===== src/sv/irppt_pkg.sv =====
`timescale 1ns / 1ps

package irppt_pkg;

    // Request kinds carried in req_type.
    localparam logic REQ_TICK = 1'b0;
    localparam logic REQ_SEND = 1'b1;

    // Segment lengths in one millisecond ticks.
    localparam logic [6:0] PRE_ON_TICKS      = 7'd3;
    localparam logic [6:0] PRE_OFF_TICKS     = 7'd6;
    localparam logic [6:0] SYNC_NORMAL_TICKS = 7'd3;
    localparam logic [6:0] SYNC_BEACON_TICKS = 7'd6;
    localparam logic [6:0] BIT_GAP_TICKS     = 7'd2;
    localparam logic [6:0] BIT_ZERO_TICKS    = 7'd1;
    localparam logic [6:0] BIT_ONE_TICKS     = 7'd2;

    typedef enum logic [2:0] {
        PH_START    = 3'd0,
        PH_PRE_OFF  = 3'd1,
        PH_SYNC     = 3'd2,
        PH_BIT_GAP  = 3'd3,
        PH_BIT_MARK = 3'd4,
        PH_PAUSE    = 3'd5
    } t_phase;

    typedef struct packed {
        logic       req_type;
        logic       beacon_header;
        logic [1:0] bit_count_code;
        logic [1:0] pause_code;
        logic [8:0] payload;
    } t_in_item;

    typedef struct packed {
        logic led_on;
        logic accepted;
        logic busy_res;
    } t_out_item;

    function automatic logic [3:0] bit_count(input logic [1:0] code);
        logic [3:0] v;
        case (code)
            2'd0:    v = 4'd5;
            2'd1:    v = 4'd7;
            2'd2:    v = 4'd8;
            default: v = 4'd9;
        endcase
        return v;
    endfunction

    // Code three falls back to the longest pause.
    function automatic logic [6:0] pause_ticks(input logic [1:0] code);
        logic [6:0] v;
        case (code)
            2'd0:    v = 7'd25;
            2'd1:    v = 7'd56;
            default: v = 7'd80;
        endcase
        return v;
    endfunction

endpackage


===== src/sv/irppt_core.sv =====
`timescale 1ns / 1ps

module irppt_core (
    input  logic                i_clk,
    input  logic                i_rst_n,
    input  logic                i_step,
    input  irppt_pkg::t_in_item i_item,
    output irppt_pkg::t_out_item o_result
);

    logic [6:0]        r_tick_timer, n_tick_timer;
    irppt_pkg::t_phase r_phase, n_phase;
    logic              r_sending, n_sending;
    logic [8:0]        r_shift_data, n_shift_data;
    logic [3:0]        r_bits_left, n_bits_left;
    logic              r_held_header, n_held_header;
    logic [1:0]        r_held_bit_code, n_held_bit_code;
    logic [1:0]        r_held_pause_code, n_held_pause_code;
    logic              r_led_level, n_led_level;

    logic       is_tick;
    logic       taken;
    logic [6:0] timer_dec;
    logic       seg_start;
    logic [3:0] bits_dec;

    assign is_tick   = (i_item.req_type == irppt_pkg::REQ_TICK);
    assign taken     = i_step && !is_tick && !r_sending;
    assign timer_dec = (r_tick_timer != 7'd0) ? (r_tick_timer - 7'd1) : 7'd0;
    assign seg_start = i_step && is_tick && r_sending && (timer_dec == 7'd0);
    assign bits_dec  = r_bits_left - 4'd1;

    // Next segment of the packet.
    always_comb begin
        n_phase = r_phase;
        if (taken) begin
            n_phase = irppt_pkg::PH_START;
        end else if (seg_start) begin
            case (r_phase)
                irppt_pkg::PH_START:    n_phase = irppt_pkg::PH_PRE_OFF;
                irppt_pkg::PH_PRE_OFF:  n_phase = irppt_pkg::PH_SYNC;
                irppt_pkg::PH_SYNC:     n_phase = irppt_pkg::PH_BIT_GAP;
                irppt_pkg::PH_BIT_GAP:  n_phase = irppt_pkg::PH_BIT_MARK;
                irppt_pkg::PH_BIT_MARK: begin
                    n_phase = (bits_dec != 4'd0) ? irppt_pkg::PH_BIT_GAP
                                                 : irppt_pkg::PH_PAUSE;
                end
                default:                n_phase = irppt_pkg::PH_START;
            endcase
        end
    end

    // Timer, LED and data path for the segment being started.
    always_comb begin
        n_tick_timer      = r_tick_timer;
        n_sending         = r_sending;
        n_shift_data      = r_shift_data;
        n_bits_left       = r_bits_left;
        n_held_header     = r_held_header;
        n_held_bit_code   = r_held_bit_code;
        n_held_pause_code = r_held_pause_code;
        n_led_level       = r_led_level;
        if (taken) begin
            n_held_header     = i_item.beacon_header;
            n_held_bit_code   = i_item.bit_count_code;
            n_held_pause_code = i_item.pause_code;
            n_shift_data      = i_item.payload;
            n_sending         = 1'b1;
        end else if (i_step && is_tick) begin
            n_tick_timer = timer_dec;
            if (seg_start) begin
                case (r_phase)
                    irppt_pkg::PH_START: begin
                        n_led_level  = 1'b1;
                        n_tick_timer = irppt_pkg::PRE_ON_TICKS;
                    end
                    irppt_pkg::PH_PRE_OFF: begin
                        n_led_level  = 1'b0;
                        n_tick_timer = irppt_pkg::PRE_OFF_TICKS;
                    end
                    irppt_pkg::PH_SYNC: begin
                        n_led_level  = 1'b1;
                        n_tick_timer = r_held_header ? irppt_pkg::SYNC_BEACON_TICKS
                                                     : irppt_pkg::SYNC_NORMAL_TICKS;
                        n_bits_left  = irppt_pkg::bit_count(r_held_bit_code);
                    end
                    irppt_pkg::PH_BIT_GAP: begin
                        n_led_level  = 1'b0;
                        n_tick_timer = irppt_pkg::BIT_GAP_TICKS;
                    end
                    irppt_pkg::PH_BIT_MARK: begin
                        n_led_level  = 1'b1;
                        n_tick_timer = r_shift_data[0] ? irppt_pkg::BIT_ONE_TICKS
                                                       : irppt_pkg::BIT_ZERO_TICKS;
                        n_bits_left  = bits_dec;
                        if (bits_dec != 4'd0) begin
                            n_shift_data = {1'b0, r_shift_data[8:1]};
                        end
                    end
                    irppt_pkg::PH_PAUSE: begin
                        // Busy drops here while the final pause still runs.
                        n_tick_timer = irppt_pkg::pause_ticks(r_held_pause_code);
                        n_led_level  = 1'b0;
                        n_sending    = 1'b0;
                    end
                    default: begin
                        n_led_level = 1'b0;
                        n_sending   = 1'b0;
                    end
                endcase
            end
        end
    end

    always_ff @(posedge i_clk) begin
        if (!i_rst_n) begin
            r_tick_timer      <= 7'd0;
            r_phase           <= irppt_pkg::PH_START;
            r_sending         <= 1'b0;
            r_shift_data      <= 9'd0;
            r_bits_left       <= 4'd0;
            r_held_header     <= 1'b0;
            r_held_bit_code   <= 2'd0;
            r_held_pause_code <= 2'd0;
            r_led_level       <= 1'b0;
        end else begin
            r_tick_timer      <= n_tick_timer;
            r_phase           <= n_phase;
            r_sending         <= n_sending;
            r_shift_data      <= n_shift_data;
            r_bits_left       <= n_bits_left;
            r_held_header     <= n_held_header;
            r_held_bit_code   <= n_held_bit_code;
            r_held_pause_code <= n_held_pause_code;
            r_led_level       <= n_led_level;
        end
    end

    assign o_result.led_on   = n_led_level;
    assign o_result.accepted = taken;
    assign o_result.busy_res = n_sending;

endmodule


===== src/sv/ir_pulse_packet_transmitter_top.sv =====
`timescale 1ns / 1ps

// Channel   Direction  Handshake                  Payload
// input     in         i_in_valid / o_in_ready    i_in_data  (irppt_pkg::t_in_item)
// output    out        o_out_valid / i_out_ready  o_out_data (irppt_pkg::t_out_item)
//
// One request enters every cycle while the output is not stalled; its result leaves from the output register.
// The request is registered, applied to the packet state in one pass, and the
// result is registered. Reset is synchronous, active low, and clears all but the data registers.
// A stalled output holds the pipeline; a request is taken whenever the input
// register is empty or moves on in the same cycle.

module ir_pulse_packet_transmitter_top (
    input  logic                 i_clk,
    input  logic                 i_rst_n,
    input  logic                 i_in_valid,
    output logic                 o_in_ready,
    input  irppt_pkg::t_in_item  i_in_data,
    output logic                 o_out_valid,
    input  logic                 i_out_ready,
    output irppt_pkg::t_out_item o_out_data
);

    logic                 r_in_valid;
    irppt_pkg::t_in_item  r_in_data;
    logic                 r_out_valid;
    irppt_pkg::t_out_item r_out_data;
    irppt_pkg::t_out_item core_result;
    logic                 advance;

    assign advance    = !r_out_valid || i_out_ready;
    assign o_in_ready = !r_in_valid || advance;

    irppt_core u_core (
        .i_clk    (i_clk),
        .i_rst_n  (i_rst_n),
        .i_step   (r_in_valid && advance),
        .i_item   (r_in_data),
        .o_result (core_result)
    );

    always_ff @(posedge i_clk) begin
        if (!i_rst_n) begin
            r_in_valid  <= 1'b0;
            r_out_valid <= 1'b0;
        end else begin
            if (o_in_ready) begin
                r_in_valid <= i_in_valid;
            end
            if (advance) begin
                r_out_valid <= r_in_valid;
            end
        end
    end

    always_ff @(posedge i_clk) begin
        if (i_in_valid && o_in_ready) begin
            r_in_data <= i_in_data;
        end
        if (r_in_valid && advance) begin
            r_out_data <= core_result;
        end
    end

    assign o_out_valid = r_out_valid;
    assign o_out_data  = r_out_data;

endmodule


===== config.mk =====
export PLATFORM = sky130hd
export DESIGN_NAME = ir_pulse_packet_transmitter_top
export DESIGN_NICKNAME = d
export VERILOG_FILES = /design/src/sv/irppt_pkg.sv /design/src/sv/irppt_core.sv /design/src/sv/ir_pulse_packet_transmitter_top.sv
export SDC_FILE = /design/constraint.sdc
export NUM_CORES = 1
export LEC_CHECK = 0
export BUFFER_PORTS_ARGS = -buffer_cell sky130_fd_sc_hd__clkbuf_2
export CORE_AREA = 2 2 65 67
export DETAILED_ROUTE_END_ITERATION = 10
export DIE_AREA = 0 0 67 69
export MAX_ROUTING_LAYER = met4
export PLACE_DENSITY = 0.84
export SETUP_SLACK_MARGIN = 0.2
export SYNTH_ARGS = -nofsm -noshare
export SYNTH_HDL_FRONTEND = slang
export SYNTH_SLANG_ARGS = --single-unit

===== constraint.sdc =====
create_clock -name i_clk -period 6.07 [get_ports i_clk]
set_input_delay 0.607 -clock i_clk [delete_from_list [all_inputs] [get_ports i_clk]]
set_output_delay 0.607 -clock i_clk [all_outputs]
set_load 0.02 [all_outputs]

After elaboration in Yosys (flattened, before gate mapping) --
Index checks and enable logic that the tools add are counted.
Cells by class: add/subtract/negate cells 2, eq/ne operators 8, mux-type cells 23, bitwise operators 3, reduce and logical (&&, ||, !) cells 29
Operator list (count):
- 9-bit 2-to-1 mux | 5
- 7-bit case mux with 6 select lines | 1
- 3-bit case mux with 5 select lines | 1
- 7-bit 2-to-1 mux | 2
- 7-bit case mux with 2 select lines | 1
- 4-bit case mux with 3 select lines | 1
- 2-bit nonzero test | 5
- 1-bit 2-to-1 mux | 8
- 4-bit case mux with 2 select lines | 1
- 4-bit AND reduction | 2
- 1-bit logical AND | 7
- 7-bit zero test | 1
- 7-bit nonzero test | 1
- 7-bit by 1-bit subtractor with 7-bit output, second input constant | 1
- 3-bit by 2-bit equality test with 1-bit output, second input constant | 2
- 3-bit equality test, second input constant | 2
- 3-bit 2-to-1 mux | 2
- 5-bit OR reduction | 1
- 2-bit by 1-bit equality test with 1-bit output, second input constant | 2
- 2-bit zero test | 2
- 4-bit nonzero test | 1
- 4-bit by 1-bit subtractor with 4-bit output, second input constant | 1
- 3-bit by 1-bit equality test with 1-bit output, second input constant | 1
- 1-bit zero test | 3
- other kinds (8) | 11
Storage, ports and cells: flip-flop bits (word level) 50, input port bits 19, logic and storage cells 84

Depth between registers and ports, before layout --
word-level depth 9, mapped depth 8

Cells and area by module --
From an unflattened synthesis, not the netlist that was laid out.
Second synthesis, totals: cells, all modules 236, area, all modules 2283.4 µm²
By module, submodules not included:
- irppt_core | times used 1, cells an instance 209, area an instance 1639.1 µm²
- ir_pulse_packet_transmitter_top | times used 1, cells an instance 27, area an instance 644.4 µm²

Least setup slack after synthesis --
OpenSTA, ideal clock, no wires.
kind register to register, from reg u_core.r_bits_left[0], to reg u_core.r_shift_data[0], setup time 0.122 ns, arrival time 1.825 ns, data required time 5.948 ns, setup slack 4.122 ns, stages on the path, launching flop included 9, path buffers 1, cell sequence dfxtp_1 -> inv_1 -> ha_1 -> or3b_1 -> o31a_1 -> and4_1 -> buf_2 -> a31oi_1 -> a21oi_1
Between the ends: word-level cells in the longest chain between the ends 4
Ends and longest elaborated chain:
- start: declaration | line irppt_core.sv:15 | logic [3:0] r_bits_left, n_bits_left;
- start signal: assignment | line irppt_core.sv:131 | r_bits_left <= n_bits_left;
- 4-bit by 1-bit subtractor with 4-bit output | line irppt_core.sv:31 | assign bits_dec = r_bits_left - 4'd1;
- 4-bit nonzero test | line irppt_core.sv:96 | if (bits_dec != 4'd0) begin
- 2-bit nonzero test (no line)
- 4-bit AND reduction (no line)
- end signal: assignment | line irppt_core.sv:130 | r_shift_data <= n_shift_data;
- end: declaration | line irppt_core.sv:14 | logic [8:0] r_shift_data, n_shift_data;
Every way passes these cells. A chain may end at the register's enable or synchronous reset.

Worst setup path after layout --
from reg u_core.r_bits_left[0], to reg u_core.r_shift_data[3]
Same word-level chain as after synthesis.

==> results.txt <==
----------------------------------------------------
[Route]
  WL per Instance ... 13.7 µm
  Remaining antenna violation count ... 0
  First-pass iteration count of the detailed router ... 5
  Iter 0 DRT Violations ... 108
  Total Wirelength ... 4.34 mm
  DRC Markers ... 0
  Total via count after detailed routing ... 1856
  Vias per Instance ... 5.85

[Global route]
  First-pass GRT wire length ... 7.42 mm
  Number of global-route vias before repair ... 1727
  Number of antenna violations at the first check in global routing ... 0
  Pin count of the biggest net entering global routing ... 17
  Overflow left after global routing ... 0
  Overall fraction of global-route tracks in use ... 21.2%

[Placement]
  Port-buffer cells ... 23
  Instance area after placement ... 2440 µm²
  # placed instances ... 309
  Placement Setup Slack ... 3.63 ns
  Post-detail-place hpwl ... 3.07 mm
  Routability congestion estimate ... 0.878

[Clock tree]
  Count of cells resized by post-cts repair ... 0
  Clock insertion delay at the later pin of the skew report ... 0.31 ns
  TritonCTS clock tree ... done
  Number of post-CTS setup repair buffers ... 0
  CTS Root Cell ... sky130_fd_sc_hd__clkbuf_8
  CTS buffer count ... 5
  Buffer depth of the longest clock path ... 2
  Number of clock sinks seen by CTS ... 50
  Hold-fix buffers, CTS ... 0
  H-Tree Level Count ... 2
  Clock slew seen by the registers of the worst setup and hold paths ... 0.09 ns

[STA]
  Setup violations, final ... 0
  Worst-margin pin slew ... 0.614 ns
  Slack of the critical path ... 3.91 ns
  Fraction of the cycle the final worst path needs ... 35.6%
  Final count of hold timing violations ... 0
  Setup repair after global routing missed its margin ... false
  Max-slew violation count ... 0
  Fin Setup TNS ... 0 ns
  Clock Skews ... 0.00500 ns
  Slew Limit Headroom ... 59.1%
  Tightest hold margin ... 0.464 ns
  Crit path time final ... 2.16 ns
  F_max ... 463 MHz

[Pwr]
  Total chip power ... 661 µW
  IR Drop Worst-Case VDD ... 0.000211 V
  Power per cell area ... 258 nW/µm²
  P_leak ... 0.904 nW

[Layout]
  Share of cells above drive strength 1 ... 15.0%
  Post-route design area ... 2560 µm²
  # diodes ... 0
  Commonest cells after routing, fill and taps aside ... sky130_fd_sc_hd__a21oi_1 (35), sky130_fd_sc_hd__dfxtp_1 (32), sky130_fd_sc_hd__o21ai_0 (31)
  Utilization after layout ... 65.3%
  Post-route insts no fill ... 317
  Most common cell after layout, fill and taps aside ... sky130_fd_sc_hd__a21oi_1
  Area growth from synthesis to layout ... 10.5%
  Layout Nets ... 288

[Critical path]
  Cell count of the worst reg-to-reg path ... 7
  Origin of the critical flop-to-flop path ... u_core.r_bits_left[0]$_SDFFE_PN0P_
  Critical path arrival ... 2.36 ns
  Endpoint required time on the critical path ... 6.27 ns
  Launching instance or port of the critical path ... u_core.r_bits_left[0]$_SDFFE_PN0P_
  Critical setup path kind ... flop to flop
  Kind of end point of the critical path ... flop
  Startpoint kind of the worst setup timing path ... flop
  Crit path max fanout ... 9

[Synthesis]
  Synthesis-stage register bit count ... 50
  Portion of the post-synthesis area used by sequential elements ... 51.0%
  Syn avg cell area ... 9.33 µm²
  Cell count after synthesis ... 248
  Synthesized Nets ... 270
  Mapped cell area ... 2310 µm²
  Yosys warns ... 0
  Number of different library cells in the post-synthesis netlist ... 45

[Floorplan]
  Floorplan die area ... 4620 µm²
  Die extent in x ... 67 µm
  Top-level I/O count ... 24
  Core Box Area ... 3910 µm²
  Die height ... 69 µm
  Initial Utilization ... 59.1%
  Site row count ... 23

[Status]
  Result of the run ... completed

[Worst hold path]
  Min-delay src ... u_core.r_led_level$_SDFF_PN0_
  Worst hold stages ... 2
  Tightest Hold Check Type ... flop to flop

[Job]
  Number of max-cap violations ... 0

----------------------------------------------------
cell families after synthesis:
kind of cell | share of synthesized area [%]
simple gates | 20.6
compound gates | 21.7
xor+xnor | 1.51
buf+inv | 3.51
flops | 51.0
fa+ha+maj | 1.62
final timing paths:
path | end | slack (ns)
worst max register to register | u_core.r_shift_data[3]$_SDFFE_PN0P_ | 3.91
worst min register to register | u_core.r_led_level$_SDFF_PN0_ | 0.46
worst max-delay path | u_core.r_shift_data[3]$_SDFFE_PN0P_ | 3.91
worst min-delay path | u_core.r_led_level$_SDFF_PN0_ | 0.46
area by class of cell:
| class | instances | area (µm²) |
|---|---|---|
| Clock buffer | 5 | 68.8 |
| Clock inverter | 3 | 43.8 |
| Timing Repair Buffer | 24 | 123 |
| Fill cell | 322 | 1360 |
| Sequential cell | 50 | 1180 |
| Tap cell | 50 | 62.6 |
| Multi-Input combinational cell | 178 | 1050 |
| Inverter | 7 | 26.3 |
report_power, final:
part	internal (mW)	switching, mW	leakage [nW]
Clock	0.123	0.111	0.0585
Combinational	0.0232	0.0333	0.410
Sequential	0.362	0.00816	0.435
Total	0.509	0.152	0.904
critical path, cell delays in order (launching register included):
cell                      delay [ns]
sky130_fd_sc_hd__dfxtp_1        0.46
sky130_fd_sc_hd__inv_1          0.07
sky130_fd_sc_hd__ha_1           0.24
sky130_fd_sc_hd__or3b_1         0.35
sky130_fd_sc_hd__o31a_1         0.28
sky130_fd_sc_hd__and4_1         0.32
sky130_fd_sc_hd__a31oi_1        0.23
sky130_fd_sc_hd__a21oi_1        0.10
flip-flops by register name, indices dropped and copies added (netlist names), 2 cells and up:
name / cells
r_in_data: 15
u_core.r_shift_data: 9
u_core.r_tick_timer: 7
u_core.r_bits_left: 4
o_out_data: 3
u_core.r_phase: 3
u_core.r_held_bit_code: 2
u_core.r_held_pause_code: 2
Yosys cell counts (all sizes together):
| master | number | area [µm²] |
|---|---|---|
| o211ai | 1 | 7.51 |
| xnor2 | 3 | 26.3 |
| nand4 | 2 | 27.5 |
| a21oi | 35 | 175 |
| buf | 3 | 17.5 |
| o31a | 1 | 8.76 |
| edfxtp | 18 | 541 |
| a311o | 1 | 10.0 |
| a22oi | 1 | 7.51 |
| o22ai | 1 | 20.0 |
| o22a | 2 | 17.5 |
| or3b | 2 | 17.5 |
| nand2b | 2 | 12.5 |
| o21ai | 31 | 155 |
| and3 | 3 | 18.8 |
| nor3b | 1 | 7.51 |
| and4 | 1 | 8.76 |
| xor2 | 1 | 8.76 |
| a21bo | 1 | 10.0 |
| o21a | 1 | 7.51 |
| ha | 3 | 37.5 |
| nor3 | 8 | 40.0 |
| or3 | 2 | 12.5 |
| and2 | 4 | 25.0 |
| nor2b | 3 | 18.8 |
| o221a | 1 | 11.3 |
| a211oi | 1 | 7.51 |
| nor2 | 16 | 60.1 |
| nand2 | 26 | 97.6 |
| a31oi | 9 | 56.3 |
| clkbuf | 10 | 37.5 |
| nor4b | 2 | 30.0 |
| dfxtp | 32 | 641 |
| or2 | 2 | 12.5 |
| or4 | 1 | 7.51 |
| nand3 | 2 | 22.5 |
| and4b | 1 | 10.0 |
| nand4b | 3 | 26.3 |
| inv | 7 | 26.3 |
| nand3b | 3 | 22.5 |
| a21o | 1 | 7.51 |
per-layer routing:
| metal | wire length, µm | GRT usage, % |
|---|---|---|
| met3 | 186 | 4.40 |
| met4 | 93 | 10.7 |
| met1 | 1950 | 26.7 |
| met5 | 0 | - |
| met2 | 2110 | 32.0 |
(Power assumes the default switching activity.)
